===== src/rtl/ptpc_pkg.sv =====
// Shared widths, constants, register indexes and types of the probe calibration block.
package ptpc_pkg;

  // Field widths.
  localparam int MV_W  = 12;
  localparam int VAL_W = 20;
  localparam int T_W   = 15;
  localparam int RD_W  = 25;
  localparam int CFG_W = 20;
  localparam int IDX_W = 3;

  // Quotient width of the serial divider: one bit above the reading magnitude.
  localparam int Q_W = RD_W + 1;

  // Reading limits.
  localparam logic [Q_W-1:0] READ_MAX_Q = Q_W'(16777215);
  localparam logic [Q_W-1:0] READ_MIN_Q = Q_W'(16777216);
  localparam logic signed [RD_W-1:0] READ_MAX = RD_W'(16777215);
  localparam logic signed [RD_W-1:0] READ_MIN = RD_W'(-16777216);

  // Compensation: 1 + 0.02 * (T - 25) in centidegrees is (2500 + T) / 5000.
  localparam int SCALE_W = 14;
  localparam logic signed [SCALE_W-1:0] COMP_SCALE  = SCALE_W'(5000);
  localparam int T_OFFSET = 2500;

  // Configuration register indexes.
  typedef enum logic [IDX_W-1:0] {
    REG_P1_MV    = 3'd0,
    REG_P1_VALUE = 3'd1,
    REG_P2_MV    = 3'd2,
    REG_P2_VALUE = 3'd3,
    REG_CAL_RDY  = 3'd4,
    REG_TCOMP    = 3'd5
  } cfg_reg_t;

  // Status of the serial divider.
  typedef struct packed {
    logic done;
    logic ovf;
  } div_stat_t;

endpackage


===== src/rtl/ptpc_sdiv.sv =====
// Bit-serial restoring divider: one quotient bit per cycle, sticky overflow past the quotient.
module ptpc_sdiv import ptpc_pkg::*; #(
  parameter int DVD_W = 55,
  parameter int DVS_W = 37,
  parameter int STP_W = 6
) (
  input  logic             clk,
  input  logic             rst_n,
  input  logic             start,
  input  logic [STP_W-1:0] steps,
  input  logic [DVD_W-1:0] dividend,
  input  logic [DVS_W-1:0] divisor,
  output logic [Q_W-1:0]   quotient,
  output div_stat_t        stat
);

  logic [DVD_W-1:0] dvd_r;
  logic [DVS_W-1:0] dvs_r;
  logic [DVS_W-1:0] rem_r;
  logic [Q_W-1:0]   q_r;
  logic             ovf_r;
  logic [STP_W-1:0] cnt_r;
  logic             busy_r;
  logic             done_r;

  logic [DVS_W:0]   trial;
  logic [DVS_W:0]   diff;
  logic             fits;
  logic [DVS_W-1:0] rem_nxt;

  // One trial subtraction per cycle.
  assign trial   = {rem_r, dvd_r[DVD_W-1]};
  assign diff    = trial - {1'b0, dvs_r};
  assign fits    = (trial >= {1'b0, dvs_r});
  assign rem_nxt = fits ? diff[DVS_W-1:0] : trial[DVS_W-1:0];

  // Shift the dividend through, collect quotient bits and remember any lost at the top.
  always_ff @(posedge clk) begin
    if (!rst_n) begin
      busy_r <= 1'b0;
      done_r <= 1'b0;
      cnt_r  <= '0;
    end else begin
      done_r <= 1'b0;
      if (start) begin
        dvd_r  <= dividend;
        dvs_r  <= divisor;
        rem_r  <= '0;
        q_r    <= '0;
        ovf_r  <= 1'b0;
        cnt_r  <= steps;
        busy_r <= 1'b1;
      end else if (busy_r) begin
        dvd_r <= dvd_r << 1;
        rem_r <= rem_nxt;
        q_r   <= {q_r[Q_W-2:0], fits};
        ovf_r <= ovf_r | q_r[Q_W-1];
        cnt_r <= cnt_r - 1'b1;
        if (cnt_r == STP_W'(1)) begin
          busy_r <= 1'b0;
          done_r <= 1'b1;
        end
      end
    end
  end

  assign quotient  = q_r;
  assign stat.done = done_r;
  assign stat.ovf  = ovf_r;

endmodule


===== src/rtl/probe_two_point_calibration_top.sv =====
// Top level of the probe calibration block: moving mean, two-point line and compensation.
//
//   Channel  Direction  Handshake             Payload
//   in_      input      in_valid / in_ready   func, sample_mv, temperature_centi
//   out_     output     out_valid / out_ready mean_mv, reading, reading_valid, saturated
//   cfg_     input      cfg_we                cfg_index, cfg_wdata
//
// A sample beat runs the shared bit-serial divider twice: once for the mean and once over the
// full calibration ratio, with the compensation steps in between when compensation is on.
// Without calibration ready the second pass is skipped, and a clear beat skips both passes.
// One beat is worked on at a time; the next is taken once the result sits in the output
// register, which holds it while out_ready is low. Reset is synchronous and clears the
// history, the configuration and both handshakes.
module probe_two_point_calibration_top import ptpc_pkg::*; #(
  parameter int WINDOW = 10
) (
  input  logic                   clk,
  input  logic                   rst_n,
  input  logic                   in_valid,
  output logic                   in_ready,
  input  logic                   in_func,
  input  logic [MV_W-1:0]        in_sample_mv,
  input  logic signed [T_W-1:0]  in_temperature_centi,
  output logic                   out_valid,
  input  logic                   out_ready,
  output logic [MV_W-1:0]        out_mean_mv,
  output logic signed [RD_W-1:0] out_reading,
  output logic                   out_reading_valid,
  output logic                   out_saturated,
  input  logic                   cfg_we,
  input  logic [IDX_W-1:0]       cfg_index,
  input  logic [CFG_W-1:0]       cfg_wdata
);

  localparam int SLOT_W  = $clog2(WINDOW);
  localparam int CNT_W   = $clog2(WINDOW + 1);
  localparam int SUM_W   = MV_W + $clog2(WINDOW);
  localparam int DV_W    = MV_W + 1;
  localparam int N_W     = CNT_W + 1;
  localparam int A_W     = VAL_W + 1 + DV_W;
  localparam int AN_W    = A_W + N_W;
  localparam int B_W     = MV_W + CNT_W;
  localparam int C_W     = B_W + 1;
  localparam int DVAL_W  = VAL_W + 1;
  localparam int D_W     = DVAL_W + C_W;
  localparam int NUM0_W  = ((AN_W > D_W) ? AN_W : D_W) + 1;
  localparam int NUMC_W  = NUM0_W + SCALE_W;
  localparam int LO_W    = NUM0_W / 2;
  localparam int HI_W    = NUM0_W - LO_W;
  localparam int LOP_W   = LO_W + SCALE_W - 1;
  localparam int HIP_W   = HI_W + SCALE_W;
  localparam int DEN0_W  = DV_W + N_W;
  localparam int TC_W    = T_W + 1;
  localparam int DEN_W   = DEN0_W + TC_W;
  localparam int DVD_W   = NUMC_W + 1;
  localparam int STP_W   = $clog2(DVD_W + 1);
  localparam int MEAN_SH = DVD_W - SUM_W - 1;

  typedef enum logic [3:0] {
    S_IDLE, S_UPD, S_MEAN, S_MEAN_W, S_CAL0, S_CAL1, S_CAL2, S_CAL3,
    S_CMP0, S_CMP1, S_DIVS, S_DIV_W, S_FIN
  } state_t;

  state_t state_r;

  // Configuration registers.
  logic [MV_W-1:0]  p1mv_r;
  logic [VAL_W-1:0] p1val_r;
  logic [MV_W-1:0]  p2mv_r;
  logic [VAL_W-1:0] p2val_r;
  logic             cal_rdy_r;
  logic             tcomp_r;

  always_ff @(posedge clk) begin
    if (!rst_n) begin
      p1mv_r    <= '0;
      p1val_r   <= '0;
      p2mv_r    <= '0;
      p2val_r   <= '0;
      cal_rdy_r <= 1'b0;
      tcomp_r   <= 1'b0;
    end else if (cfg_we) begin
      case (cfg_reg_t'(cfg_index))
        REG_P1_MV:    p1mv_r    <= cfg_wdata[MV_W-1:0];
        REG_P1_VALUE: p1val_r   <= cfg_wdata[VAL_W-1:0];
        REG_P2_MV:    p2mv_r    <= cfg_wdata[MV_W-1:0];
        REG_P2_VALUE: p2val_r   <= cfg_wdata[VAL_W-1:0];
        REG_CAL_RDY:  cal_rdy_r <= cfg_wdata[0];
        REG_TCOMP:    tcomp_r   <= cfg_wdata[0];
        default: ;
      endcase
    end
  end

  // History memory: the old entry is read on the same edge the new sample is written.
  logic [MV_W-1:0]   hist_mem [WINDOW];
  logic [MV_W-1:0]   hist_rd_r;
  logic [SLOT_W-1:0] slot_r;
  logic              in_acc;

  assign in_ready = (state_r == S_IDLE);
  assign in_acc   = in_valid && in_ready;

  always_ff @(posedge clk) begin
    if (in_acc && !in_func) begin
      hist_mem[slot_r] <= in_sample_mv;
      hist_rd_r        <= hist_mem[slot_r];
    end
  end

  // Running sum and fill count.
  logic [SUM_W-1:0] sum_r;
  logic [SUM_W-1:0] sum_nxt;
  logic [CNT_W-1:0] cnt_r;
  logic             full;
  logic [MV_W-1:0]  sample_r;
  logic signed [T_W-1:0] temp_r;

  assign full    = (cnt_r == CNT_W'(WINDOW));
  assign sum_nxt = sum_r - (full ? SUM_W'(hist_rd_r) : '0) + SUM_W'(sample_r);

  // Calibration arithmetic; each step registers its products.
  logic signed [DV_W-1:0]   dv;
  logic signed [N_W-1:0]    n_s;
  logic signed [VAL_W:0]    v1_s;
  logic signed [DVAL_W-1:0] dval;
  logic signed [A_W-1:0]    a_prod, a_r;
  logic signed [AN_W-1:0]   an_prod, an_r;
  logic [B_W-1:0]           b_prod, b_r;
  logic signed [C_W-1:0]    c_nxt, c_r;
  logic signed [D_W-1:0]    d_prod, d_r;
  logic signed [DEN0_W-1:0] den0_prod;
  logic signed [TC_W-1:0]   tc;
  logic signed [DEN_W-1:0]  den_c;
  logic [LOP_W-1:0]         lo_prod, lop_r;
  logic signed [HIP_W-1:0]  hi_prod;
  logic signed [NUMC_W-1:0] num_r;
  logic signed [DEN_W-1:0]  den_r;

  assign dv        = $signed({1'b0, p2mv_r}) - $signed({1'b0, p1mv_r});
  assign n_s       = $signed({1'b0, cnt_r});
  assign v1_s      = $signed({1'b0, p1val_r});
  assign dval      = $signed({1'b0, p2val_r}) - $signed({1'b0, p1val_r});
  assign a_prod    = v1_s * dv;
  assign an_prod   = a_r * n_s;
  assign b_prod    = p1mv_r * cnt_r;
  assign c_nxt     = $signed({{(C_W-SUM_W){1'b0}}, sum_r}) - $signed({1'b0, b_r});
  assign d_prod    = dval * c_r;
  assign den0_prod = dv * n_s;
  assign tc        = $signed({temp_r[T_W-1], temp_r}) + TC_W'(T_OFFSET);
  assign den_c     = $signed(den_r[DEN0_W-1:0]) * tc;
  assign lo_prod   = num_r[LO_W-1:0] * COMP_SCALE[SCALE_W-2:0];
  assign hi_prod   = $signed(num_r[NUM0_W-1:LO_W]) * COMP_SCALE;

  // Magnitudes and signs for the final division.
  logic              num_neg, den_neg, res_neg, den_zero, num_zero;
  logic [NUMC_W-1:0] num_mag;
  logic [DEN_W-1:0]  den_mag;
  logic [DVD_W-1:0]  dvd_big;
  logic [SUM_W:0]    mean_dvd;

  assign num_neg  = num_r[NUMC_W-1];
  assign den_neg  = den_r[DEN_W-1];
  assign res_neg  = num_neg ^ den_neg;
  assign den_zero = (den_r == '0);
  assign num_zero = (num_r == '0);
  assign num_mag  = num_neg ? NUMC_W'(-num_r) : NUMC_W'(num_r);
  assign den_mag  = den_neg ? DEN_W'(-den_r) : DEN_W'(den_r);
  assign dvd_big  = {1'b0, num_mag} + DVD_W'(den_mag >> 1);
  assign mean_dvd = {1'b0, sum_r} + (SUM_W+1)'(cnt_r >> 1);

  // Shared serial divider: mean first, then the calibration ratio.
  logic             div_go;
  logic [STP_W-1:0] div_steps;
  logic [DVD_W-1:0] div_dvd;
  logic [DEN_W-1:0] div_dvs;
  logic [Q_W-1:0]   div_q;
  div_stat_t        div_st;

  assign div_go    = (state_r == S_MEAN) || (state_r == S_DIVS && !den_zero);
  assign div_steps = (state_r == S_MEAN) ? STP_W'(SUM_W + 1) : STP_W'(DVD_W);
  assign div_dvd   = (state_r == S_MEAN) ? (DVD_W'(mean_dvd) << MEAN_SH) : dvd_big;
  assign div_dvs   = (state_r == S_MEAN) ? DEN_W'(cnt_r) : den_mag;

  ptpc_sdiv #(
    .DVD_W (DVD_W),
    .DVS_W (DEN_W),
    .STP_W (STP_W)
  ) u_sdiv (
    .clk      (clk),
    .rst_n    (rst_n),
    .start    (div_go),
    .steps    (div_steps),
    .dividend (div_dvd),
    .divisor  (div_dvs),
    .quotient (div_q),
    .stat     (div_st)
  );

  // Saturation of the divided result.
  logic                   clip;
  logic signed [RD_W-1:0] q_signed;

  assign clip     = div_st.ovf || (res_neg ? (div_q > READ_MIN_Q) : (div_q > READ_MAX_Q));
  assign q_signed = res_neg ? -$signed(div_q[RD_W-1:0]) : $signed(div_q[RD_W-1:0]);

  // Result holding registers and output register.
  logic [MV_W-1:0]        mean_r;
  logic signed [RD_W-1:0] read_r;
  logic                   rv_r;
  logic                   sat_r;
  logic                   out_valid_r;
  logic [MV_W-1:0]        out_mean_r;
  logic signed [RD_W-1:0] out_read_r;
  logic                   out_rv_r;
  logic                   out_sat_r;

  // Sequencer.
  always_ff @(posedge clk) begin
    if (!rst_n) begin
      state_r     <= S_IDLE;
      sum_r       <= '0;
      cnt_r       <= '0;
      slot_r      <= '0;
      out_valid_r <= 1'b0;
    end else begin
      // A taken result beat empties the output register unless the next one is loaded now.
      if (out_valid_r && out_ready && state_r != S_FIN) begin
        out_valid_r <= 1'b0;
      end
      case (state_r)
        S_IDLE: begin
          if (in_acc) begin
            sample_r <= in_sample_mv;
            temp_r   <= in_temperature_centi;
            if (in_func) begin
              sum_r   <= '0;
              cnt_r   <= '0;
              slot_r  <= '0;
              mean_r  <= '0;
              read_r  <= '0;
              rv_r    <= 1'b0;
              sat_r   <= 1'b0;
              state_r <= S_FIN;
            end else begin
              state_r <= S_UPD;
            end
          end
        end
        S_UPD: begin
          sum_r   <= sum_nxt;
          cnt_r   <= full ? cnt_r : cnt_r + 1'b1;
          slot_r  <= (slot_r == SLOT_W'(WINDOW - 1)) ? '0 : slot_r + 1'b1;
          rv_r    <= cal_rdy_r;
          read_r  <= '0;
          sat_r   <= 1'b0;
          state_r <= S_MEAN;
        end
        S_MEAN: begin
          state_r <= S_MEAN_W;
        end
        S_MEAN_W: begin
          if (div_st.done) begin
            mean_r  <= div_q[MV_W-1:0];
            state_r <= cal_rdy_r ? S_CAL0 : S_FIN;
          end
        end
        S_CAL0: begin
          a_r     <= a_prod;
          b_r     <= b_prod;
          den_r   <= DEN_W'(den0_prod);
          state_r <= S_CAL1;
        end
        S_CAL1: begin
          an_r    <= an_prod;
          c_r     <= c_nxt;
          state_r <= S_CAL2;
        end
        S_CAL2: begin
          d_r     <= d_prod;
          state_r <= S_CAL3;
        end
        S_CAL3: begin
          // Equal point voltages give the first point's value.
          if (dv == '0) begin
            num_r <= NUMC_W'(v1_s);
            den_r <= DEN_W'(1);
          end else begin
            num_r <= NUMC_W'(an_r) + NUMC_W'(d_r);
          end
          state_r <= tcomp_r ? S_CMP0 : S_DIVS;
        end
        S_CMP0: begin
          lop_r   <= lo_prod;
          den_r   <= den_c;
          state_r <= S_CMP1;
        end
        S_CMP1: begin
          num_r   <= (NUMC_W'(hi_prod) << LO_W) + NUMC_W'(lop_r);
          state_r <= S_DIVS;
        end
        S_DIVS: begin
          // A zero denominator saturates toward the numerator's sign, or gives zero for a zero numerator.
          if (den_zero) begin
            sat_r   <= !num_zero;
            read_r  <= num_zero ? '0 : (num_neg ? READ_MIN : READ_MAX);
            state_r <= S_FIN;
          end else begin
            state_r <= S_DIV_W;
          end
        end
        S_DIV_W: begin
          if (div_st.done) begin
            sat_r   <= clip;
            read_r  <= clip ? (res_neg ? READ_MIN : READ_MAX) : q_signed;
            state_r <= S_FIN;
          end
        end
        S_FIN: begin
          if (!out_valid_r || out_ready) begin
            out_valid_r <= 1'b1;
            out_mean_r  <= mean_r;
            out_read_r  <= read_r;
            out_rv_r    <= rv_r;
            out_sat_r   <= sat_r;
            state_r     <= S_IDLE;
          end
        end
        default: begin
          state_r <= S_IDLE;
        end
      endcase
    end
  end

  assign out_valid         = out_valid_r;
  assign out_mean_mv       = out_mean_r;
  assign out_reading       = out_read_r;
  assign out_reading_valid = out_rv_r;
  assign out_saturated     = out_sat_r;

endmodule


===== config.mk =====
export PLATFORM = sky130hd
export DESIGN_NAME = probe_two_point_calibration_top
export DESIGN_NICKNAME = d
export VERILOG_FILES = /design/src/rtl/ptpc_pkg.sv /design/src/rtl/ptpc_sdiv.sv /design/src/rtl/probe_two_point_calibration_top.sv
export SDC_FILE = /design/constraint.sdc
export NUM_CORES = 2
export LEC_CHECK = 0
export BUFFER_PORTS_ARGS = -buffer_cell sky130_fd_sc_hd__buf_2
export CAP_MARGIN = 10
export CORE_MARGIN = 2
export CORE_UTILIZATION = 38
export CTS_CLUSTER_DIAMETER = 80
export DETAILED_ROUTE_END_ITERATION = 10
export PLACE_DENSITY = 0.61
export SETUP_SLACK_MARGIN = 0.02
export SLEW_MARGIN = 40
export SYNTH_ARGS = -nofsm -noshare
export SYNTH_HDL_FRONTEND = slang
export SYNTH_SLANG_ARGS = --single-unit

===== constraint.sdc =====
create_clock -name clk -period 11.7 [get_ports clk]
set_clock_uncertainty 0.2 [all_clocks]
set_input_delay 1.755 -clock clk [delete_from_list [all_inputs] [get_ports clk]]
set_output_delay 1.755 -clock clk [all_outputs]
set_load 0.02 [all_outputs]

* Word level (Yosys, flattened, before mapping)
Memory sizes are Yosys's and may differ from the RTL's. A register that Yosys moved wholly into a read port is not among the register bits.
Index checks and enable logic that the tools add are counted.
** Storage, ports and cells
- Flip-flop bits (word level) :: 620
- Bits in writable memories :: 120
- Input bits :: 56
- Output and inout port bits :: 41
- Word-level logic and storage cells :: 212
- Memories :: 1
** Memory list
- hist_mem :: words 10, width 12, rd ports 1, clocked after Yosys merged registers in 1, write ports 1, line probe_two_point_calibration_top.sv:96 : logic [MV_W-1:0] hist_mem [WINDOW];
** Operators by class
- $add $sub $neg :: 17
- $mul :: 8
- Magnitude comparators :: 3
- Eq/ne operators :: 29
- Multiplexer cells :: 66
- Bitwise gates (word level) :: 4
- Reductions and logical operators :: 46
** Operator list (number)
- two-way mux 25 bit :: 9
- two-way mux 55 bit :: 3
- two-way mux 34 bit :: 4
- two-way mux 54 bit :: 2
- case mux 54 bit (2 select lines) :: 1
- case mux 34 bit (3 select lines) :: 1
- case mux 25 bit (4 select lines) :: 1
- adder 54 x 33 -> 55 bit :: 1
- adder 54 x 33 -> 54 bit :: 1
- logical NOT 54 bit :: 1
- negator 54 bit :: 1
- case mux 4 bit (13 select lines) :: 1
- two-way mux 12 bit :: 4
- two-way mux 4 bit :: 11
- adder 39 x 38 -> 40 bit :: 1
- multiplier 34 x 5 -> 39 bit :: 1
- multiplier 21 x 17 -> 38 bit :: 1
- greater-or-equal comparator 35 x 34 -> 1 bit :: 1
- logical NOT 34 bit :: 1
- multiplier 18 x 16 -> 34 bit :: 1
- multiplier 21 x 13 -> 34 bit :: 1
- negator 34 bit :: 1
- subtractor 34 bit :: 1
- two-way mux 16 bit :: 2
- 55 further kinds :: 121

* Depth between registers and ports, before layout
- Word-level depth :: 6
- Gate-level depth with buffers :: 37
- Gate-level depth less buffers :: 36

* Hierarchy
From an unflattened synthesis, not the netlist that was laid out.
** Second synthesis, totals
- Cells, all modules :: 9286
- Area total of the unflattened synthesis :: 88731.4 um^2
** Modules (own cells, without submodules)
- probe_two_point_calibration_top :: times used 1, cells each 8569, area an instance 80285.8 um^2, seq. area each 16886.2 um^2
- ptpc_sdiv :: times used 1, cells each 717, area an instance 8445.6 um^2, seq. area each 4664.5 um^2

* Worst setup path after synthesis
No wires, ideal clock.
- Path kind :: flip-flop to flip-flop
- Start :: register p1val_r[0]
- End :: register d_r[36] (data pin)
- Setup time :: 0.258 ns
- Arrival :: 8.076 ns
- Data required time :: 11.242 ns
- Setup slack :: 3.166 ns
- Cell stages (with the launch flop) :: 35
- Path buffers :: 1
- Period minus slack after synthesis :: 8.534 ns
- Path through :: dfxtp_1 -> ha_1 -> fa_1 -> nor2b_1 -> o21ai_0 -> nand2b_1 -> a21o_1 -> a21bo_2 -> a31oi_1 -> o21ai_0 -> a41oi_1 -> and2_1 -> xnor2_1 -> clkbuf_1 -> nand2_1 -> fa_1 -> fa_1 -> fa_1 -> inv_1 -> fa_1 -> fa_1 -> inv_1 -> fa_1 -> inv_1 -> ha_1 -> a21o_1 -> a21oi_1 -> a31o_2 -> a311oi_1 -> o31a_1 -> a221o_1 -> nand4_1 -> nand3b_1 -> a21oi_1 -> xnor2_1
** On the way
- Cells in the longest elaborated chain, start to end :: 2
** RTL lines
- start: declaration :: line probe_two_point_calibration_top.sv:68 : logic [VAL_W-1:0] p1val_r;
- start signal: assignment :: line probe_two_point_calibration_top.sv:85 : REG_P1_VALUE: p1val_r <= cfg_wdata[VAL_W-1:0];
- subtractor 20 x 20 -> 21 bit :: line probe_two_point_calibration_top.sv:143 : assign dval = $signed({1'b0, p2val_r}) - $signed({1'b0, p1val_r});
- multiplier 21 x 17 -> 38 bit :: line probe_two_point_calibration_top.sv:148 : assign d_prod = dval * c_r;
- net d_prod[36] :: line probe_two_point_calibration_top.sv:131 : logic signed [D_W-1:0] d_prod, d_r;
- end signal: assignment :: line probe_two_point_calibration_top.sv:280 : d_r <= d_prod;
- end: declaration :: line probe_two_point_calibration_top.sv:131
The timed path passes the listed nets, and every way through them passes these cells.
A chain may end at the register's enable or synchronous reset.

* Final worst setup path
- Start :: register p1val_r[1]
- End :: register d_r[36] (data pin)
Same word-level chain as after synthesis.

==> metrics.md <==
| Metric | Value |
|---|---|
| First-pass GRT wire length | `375 mm` |
| Starting Density | `0.383` |
| # hold bufs at CTS | `0` |
| Seq/Total Area, Yosys | `0.245` |
| Area share of the largest cell type after synthesis | `0.247` |
| Most common cell on crit path | `fa_1` |
| Startpoint types | `flip-flop` |
| R2r endpoint | `d_r[36]$_DFFE_PP_` |
| Layout cells sized above 1 | `0.0534` |
| Flop-to-flop setup slack | `1.98 ns` |
| WHS Path Cells | `0` |
| Via-to-Cell Ratio | `5.20` |
| Critical Path Fanout Max | `15` |
| Root Buffer | `clkbuf_16` |
| Synth Instances | `about 9k` |
| Worst Hold Launch | `mean_r[7]$_SDFFCE_PP0P_` |
| Final #Nets | `11.2k` |
| GR Layer Usage met2 | `0.325` |
| Final max-slew violation count | `0` |
| Antenna violations before repair | `6` |
| Crit. End Element | `flip-flop` |
| Core area | `230000 sq um` |
| Final Util | `0.415` |
| Most frequent cell after synthesis | `inv_1` |
| Outcome | `completed` |
| Period utilisation layout | `0.831` |
| Total CTS buffers | `89` |
| Row Count | `176` |
| CP peak stage delay | `0.72 ns` |
| Residual DRC | `0` |
| Tmin final | `9.72 ns` |
| Post-Syn Area per Cell | `roughly 9.5 sq um` |
| Vias in the first global route | `66.6k` |
| Top_reg_cell synth | `edfxtp_1` |
| Gpl congestion | `0.933` |
| Fillcell total | `22.3k` |
| RSZ-0062 raised after global routing | `no` |
| Total grt overflow | `0` |
| Hold WC Path Type | `reg2reg` |
| Drt pass-1 iters | `7` |
| Post-CTS Resized | `0` |
| Slowest CP cell | `dfxtp_1` |
| GR Util All Layers | `0.201` |
| Post-synth ARST share | `0` |
| Largest net degree at the start of global routing | `80` |
| Dpl hpwl | `187 mm` |
| Non-filler cells, final | `around 12k` |
| Max-slew headroom | `0.357` |
| Sum Neg Setup Slack | `0 ns` |
| Routed WL | `approximately 240 mm` |
| Die area | `236000 sq um` |
| Max-cap violations | `0` |
| Skew-Pair Late Insertion Delay | `0.76 ns` |
| Postcts setup bufs | `0` |
| Clock tree buffer depth | `3` |
| Clk slew on worst S/H paths | `0.06 ns` |
| Endpoints failing setup | `0` |
| Iter 0 DRT Violations | `approximately 4.7k` |
| Post-synth EDFFs | `between 600 and 700` |
| Layout Area Growth over Synthesis | `8.40%` |
| Die Height | `485 microns` |
| Worst slew pin tran | `0.961 ns` |
| Boundary Pins | `between 90 and 100` |
| #FFs+latches synth | `between 700 and 800` |
| Worst R2R Start | `p1val_r[1]$_SDFFE_PN0P_` |
| Leading post-synthesis cells by cell area | `fa_1 (25%), edfxtp_1 (22%), ha_1 (12%)` |
| Hold path endpoint | `out_mean_mv[7]$_DFFE_PP_` |
| Most frequent cells after synthesis | `inv_1 (1693), fa_1 (1084), nand2_1 (948), ha_1 (838), edfxtp_1 (649)` |
| Fin. Hold Viols | `0` |
| CTS H-tree lvls | `3` |
| F_max | `0.103 GHz` |
| Inst Count DP | `12.2k` |
| Clock sink count | `between 700 and 800` |
| Routing usage on met3 | `0.0315` |
| WP data arrival | `approximately 10 ns` |
| Cell variety after synth | `98` |
| Synth Warn # | `0` |
| Critical path required time | `12.02 ns` |
| Detail Route Antenna Nets | `0` |
| Crit path kind | `reg2reg` |
| M1 GR Usage | `0.281` |
| Dominant cell type by area after synthesis | `fa_1` |
| Wirelength per Cell | `about 19 microns` |
| R2R cell count | `34` |
| Cell Area, Synth | `approximately 88000 sq um` |
| PortBufs | `96` |
| TritonCTS clock tree | `done` |
| Die Width | `485 microns` |
| Busiest layer in global routing | `met2` |
| Synth Net Count | `11.3k` |
| DR vias | `64.3k` |
layout by cell type, fill, tap and decap left out, drive strengths merged, types with 135 or more instances in the layout:
| cell | Yosys | final |
|---|---|---|
| inv | 1694 | 1708 |
| fa | 1084 | 1084 |
| nand2 | 952 | 952 |
| ha | 838 | 838 |
| edfxtp | 649 | 649 |
| and2 | 520 | 520 |
| nor2 | 483 | 483 |
| a21oi | 479 | 479 |
| xnor2 | 372 | 372 |
| o21ai | 313 | 313 |
| buf | 32 | 242 |
| a21o | 160 | 160 |
| xor2 | 138 | 138 |
| nand3 | 135 | 135 |
layout make-up:
class | instances | area [sq um] | share of cell area
antenna | 2 | 5.00 | 0.0000525
clock buffer | 103 | 2290 | 0.0240
clock inverter | 58 | 659 | 0.00691
inverter | 1697 | 6370 | 0.0668
multi-input combinational | 6486 | 59000 | 0.619
sequential | 752 | 21600 | 0.226
tap | 3026 | 3790 | 0.0397
timing repair buffer | 242 | 1700 | 0.0178
registers in the layout (all words and copies together), names as in the netlist, 17 cells and up:
signal,cells
u_sdiv.quotient,26
hist_mem,120
an_r,39
a_r,34
p2val_r,20
u_sdiv.dvd_r,55
den_r,34
lop_r,30
p1val_r,20
read_r,25
d_r,38
num_r,54
c_r,17
u_sdiv.dvs_r,34
u_sdiv.rem_r,34
out_reading,25
cells by family (layout without fill, tap and decap cells):
logic type | after synthesis | in the layout | share of synthesized area
simple gates | 2590 | 2590 | 0.143
buf+inv | 2035 | 2100 | 0.0873
fa+ha+maj | 1922 | 1922 | 0.366
compound gates | 1417 | 1417 | 0.100
flops | 752 | 752 | 0.245
xor+xnor | 510 | 510 | 0.0507
mux | 47 | 47 | 0.00878
other cells | 0 | 2 | 0
metal layers:
layer	vias up	routed length (microns)
met3	328	15700
met1	32100	106000
li1	30000	-
met5	-	34
met4	6	6550
met2	1870	107000
worst max-delay path by stage:
stage	endpoint	slack, ns	depth (start not counted)	from
after global routing	d_r[36]$_DFFE_PP_	1.27	34	p1val_r[1]$_SDFFE_PN0P_
after CTS	d_r[36]$_DFFE_PP_	2.05	34	p1val_r[1]$_SDFFE_PN0P_
final	d_r[36]$_DFFE_PP_	1.98	34	p1val_r[1]$_SDFFE_PN0P_
after global placement	d_r[37]$_DFFE_PP_	2.30	36	p1val_r[1]$_SDFFE_PN0P_
after floorplan	d_r[36]$_DFFE_PP_	3.17	34	p1val_r[0]$_SDFFE_PN0P_
after detailed placement	d_r[36]$_DFFE_PP_	2.04	34	p1val_r[1]$_SDFFE_PN0P_
worst max-delay path: cells and delay by family (launching register included):
kind	cells	cell delay (ns)
adders and majority gates	8	3.59
buffers and inverters	6	0.76
and+or+nand+nor	6	0.68
DFF	1	0.72
AOI/OAI and AO/OA	12	2.77
xor gates and xnor gates	2	0.78
stage by stage:
| step | instance area, sq um | setup WS [ns] | hold slack [ns] |
|---|---|---|---|
| 2_1_floorplan | 88000 | 3.17 | 0.200 |
| 3_3_place_gp | 92100 | 2.30 | 0.201 |
| 3_5_place_dp | 92400 | 2.04 | 0.205 |
| 4_1_cts | 95400 | 2.05 | 0.219 |
| 5_1_grt | 95400 | 1.27 | 0.230 |
| 6_report | 95400 | 1.98 | 0.217 |
Power is left out: the tool's default activity adds up to more than one toggle a clock period on the data nets, which glitch-free logic cannot reach.
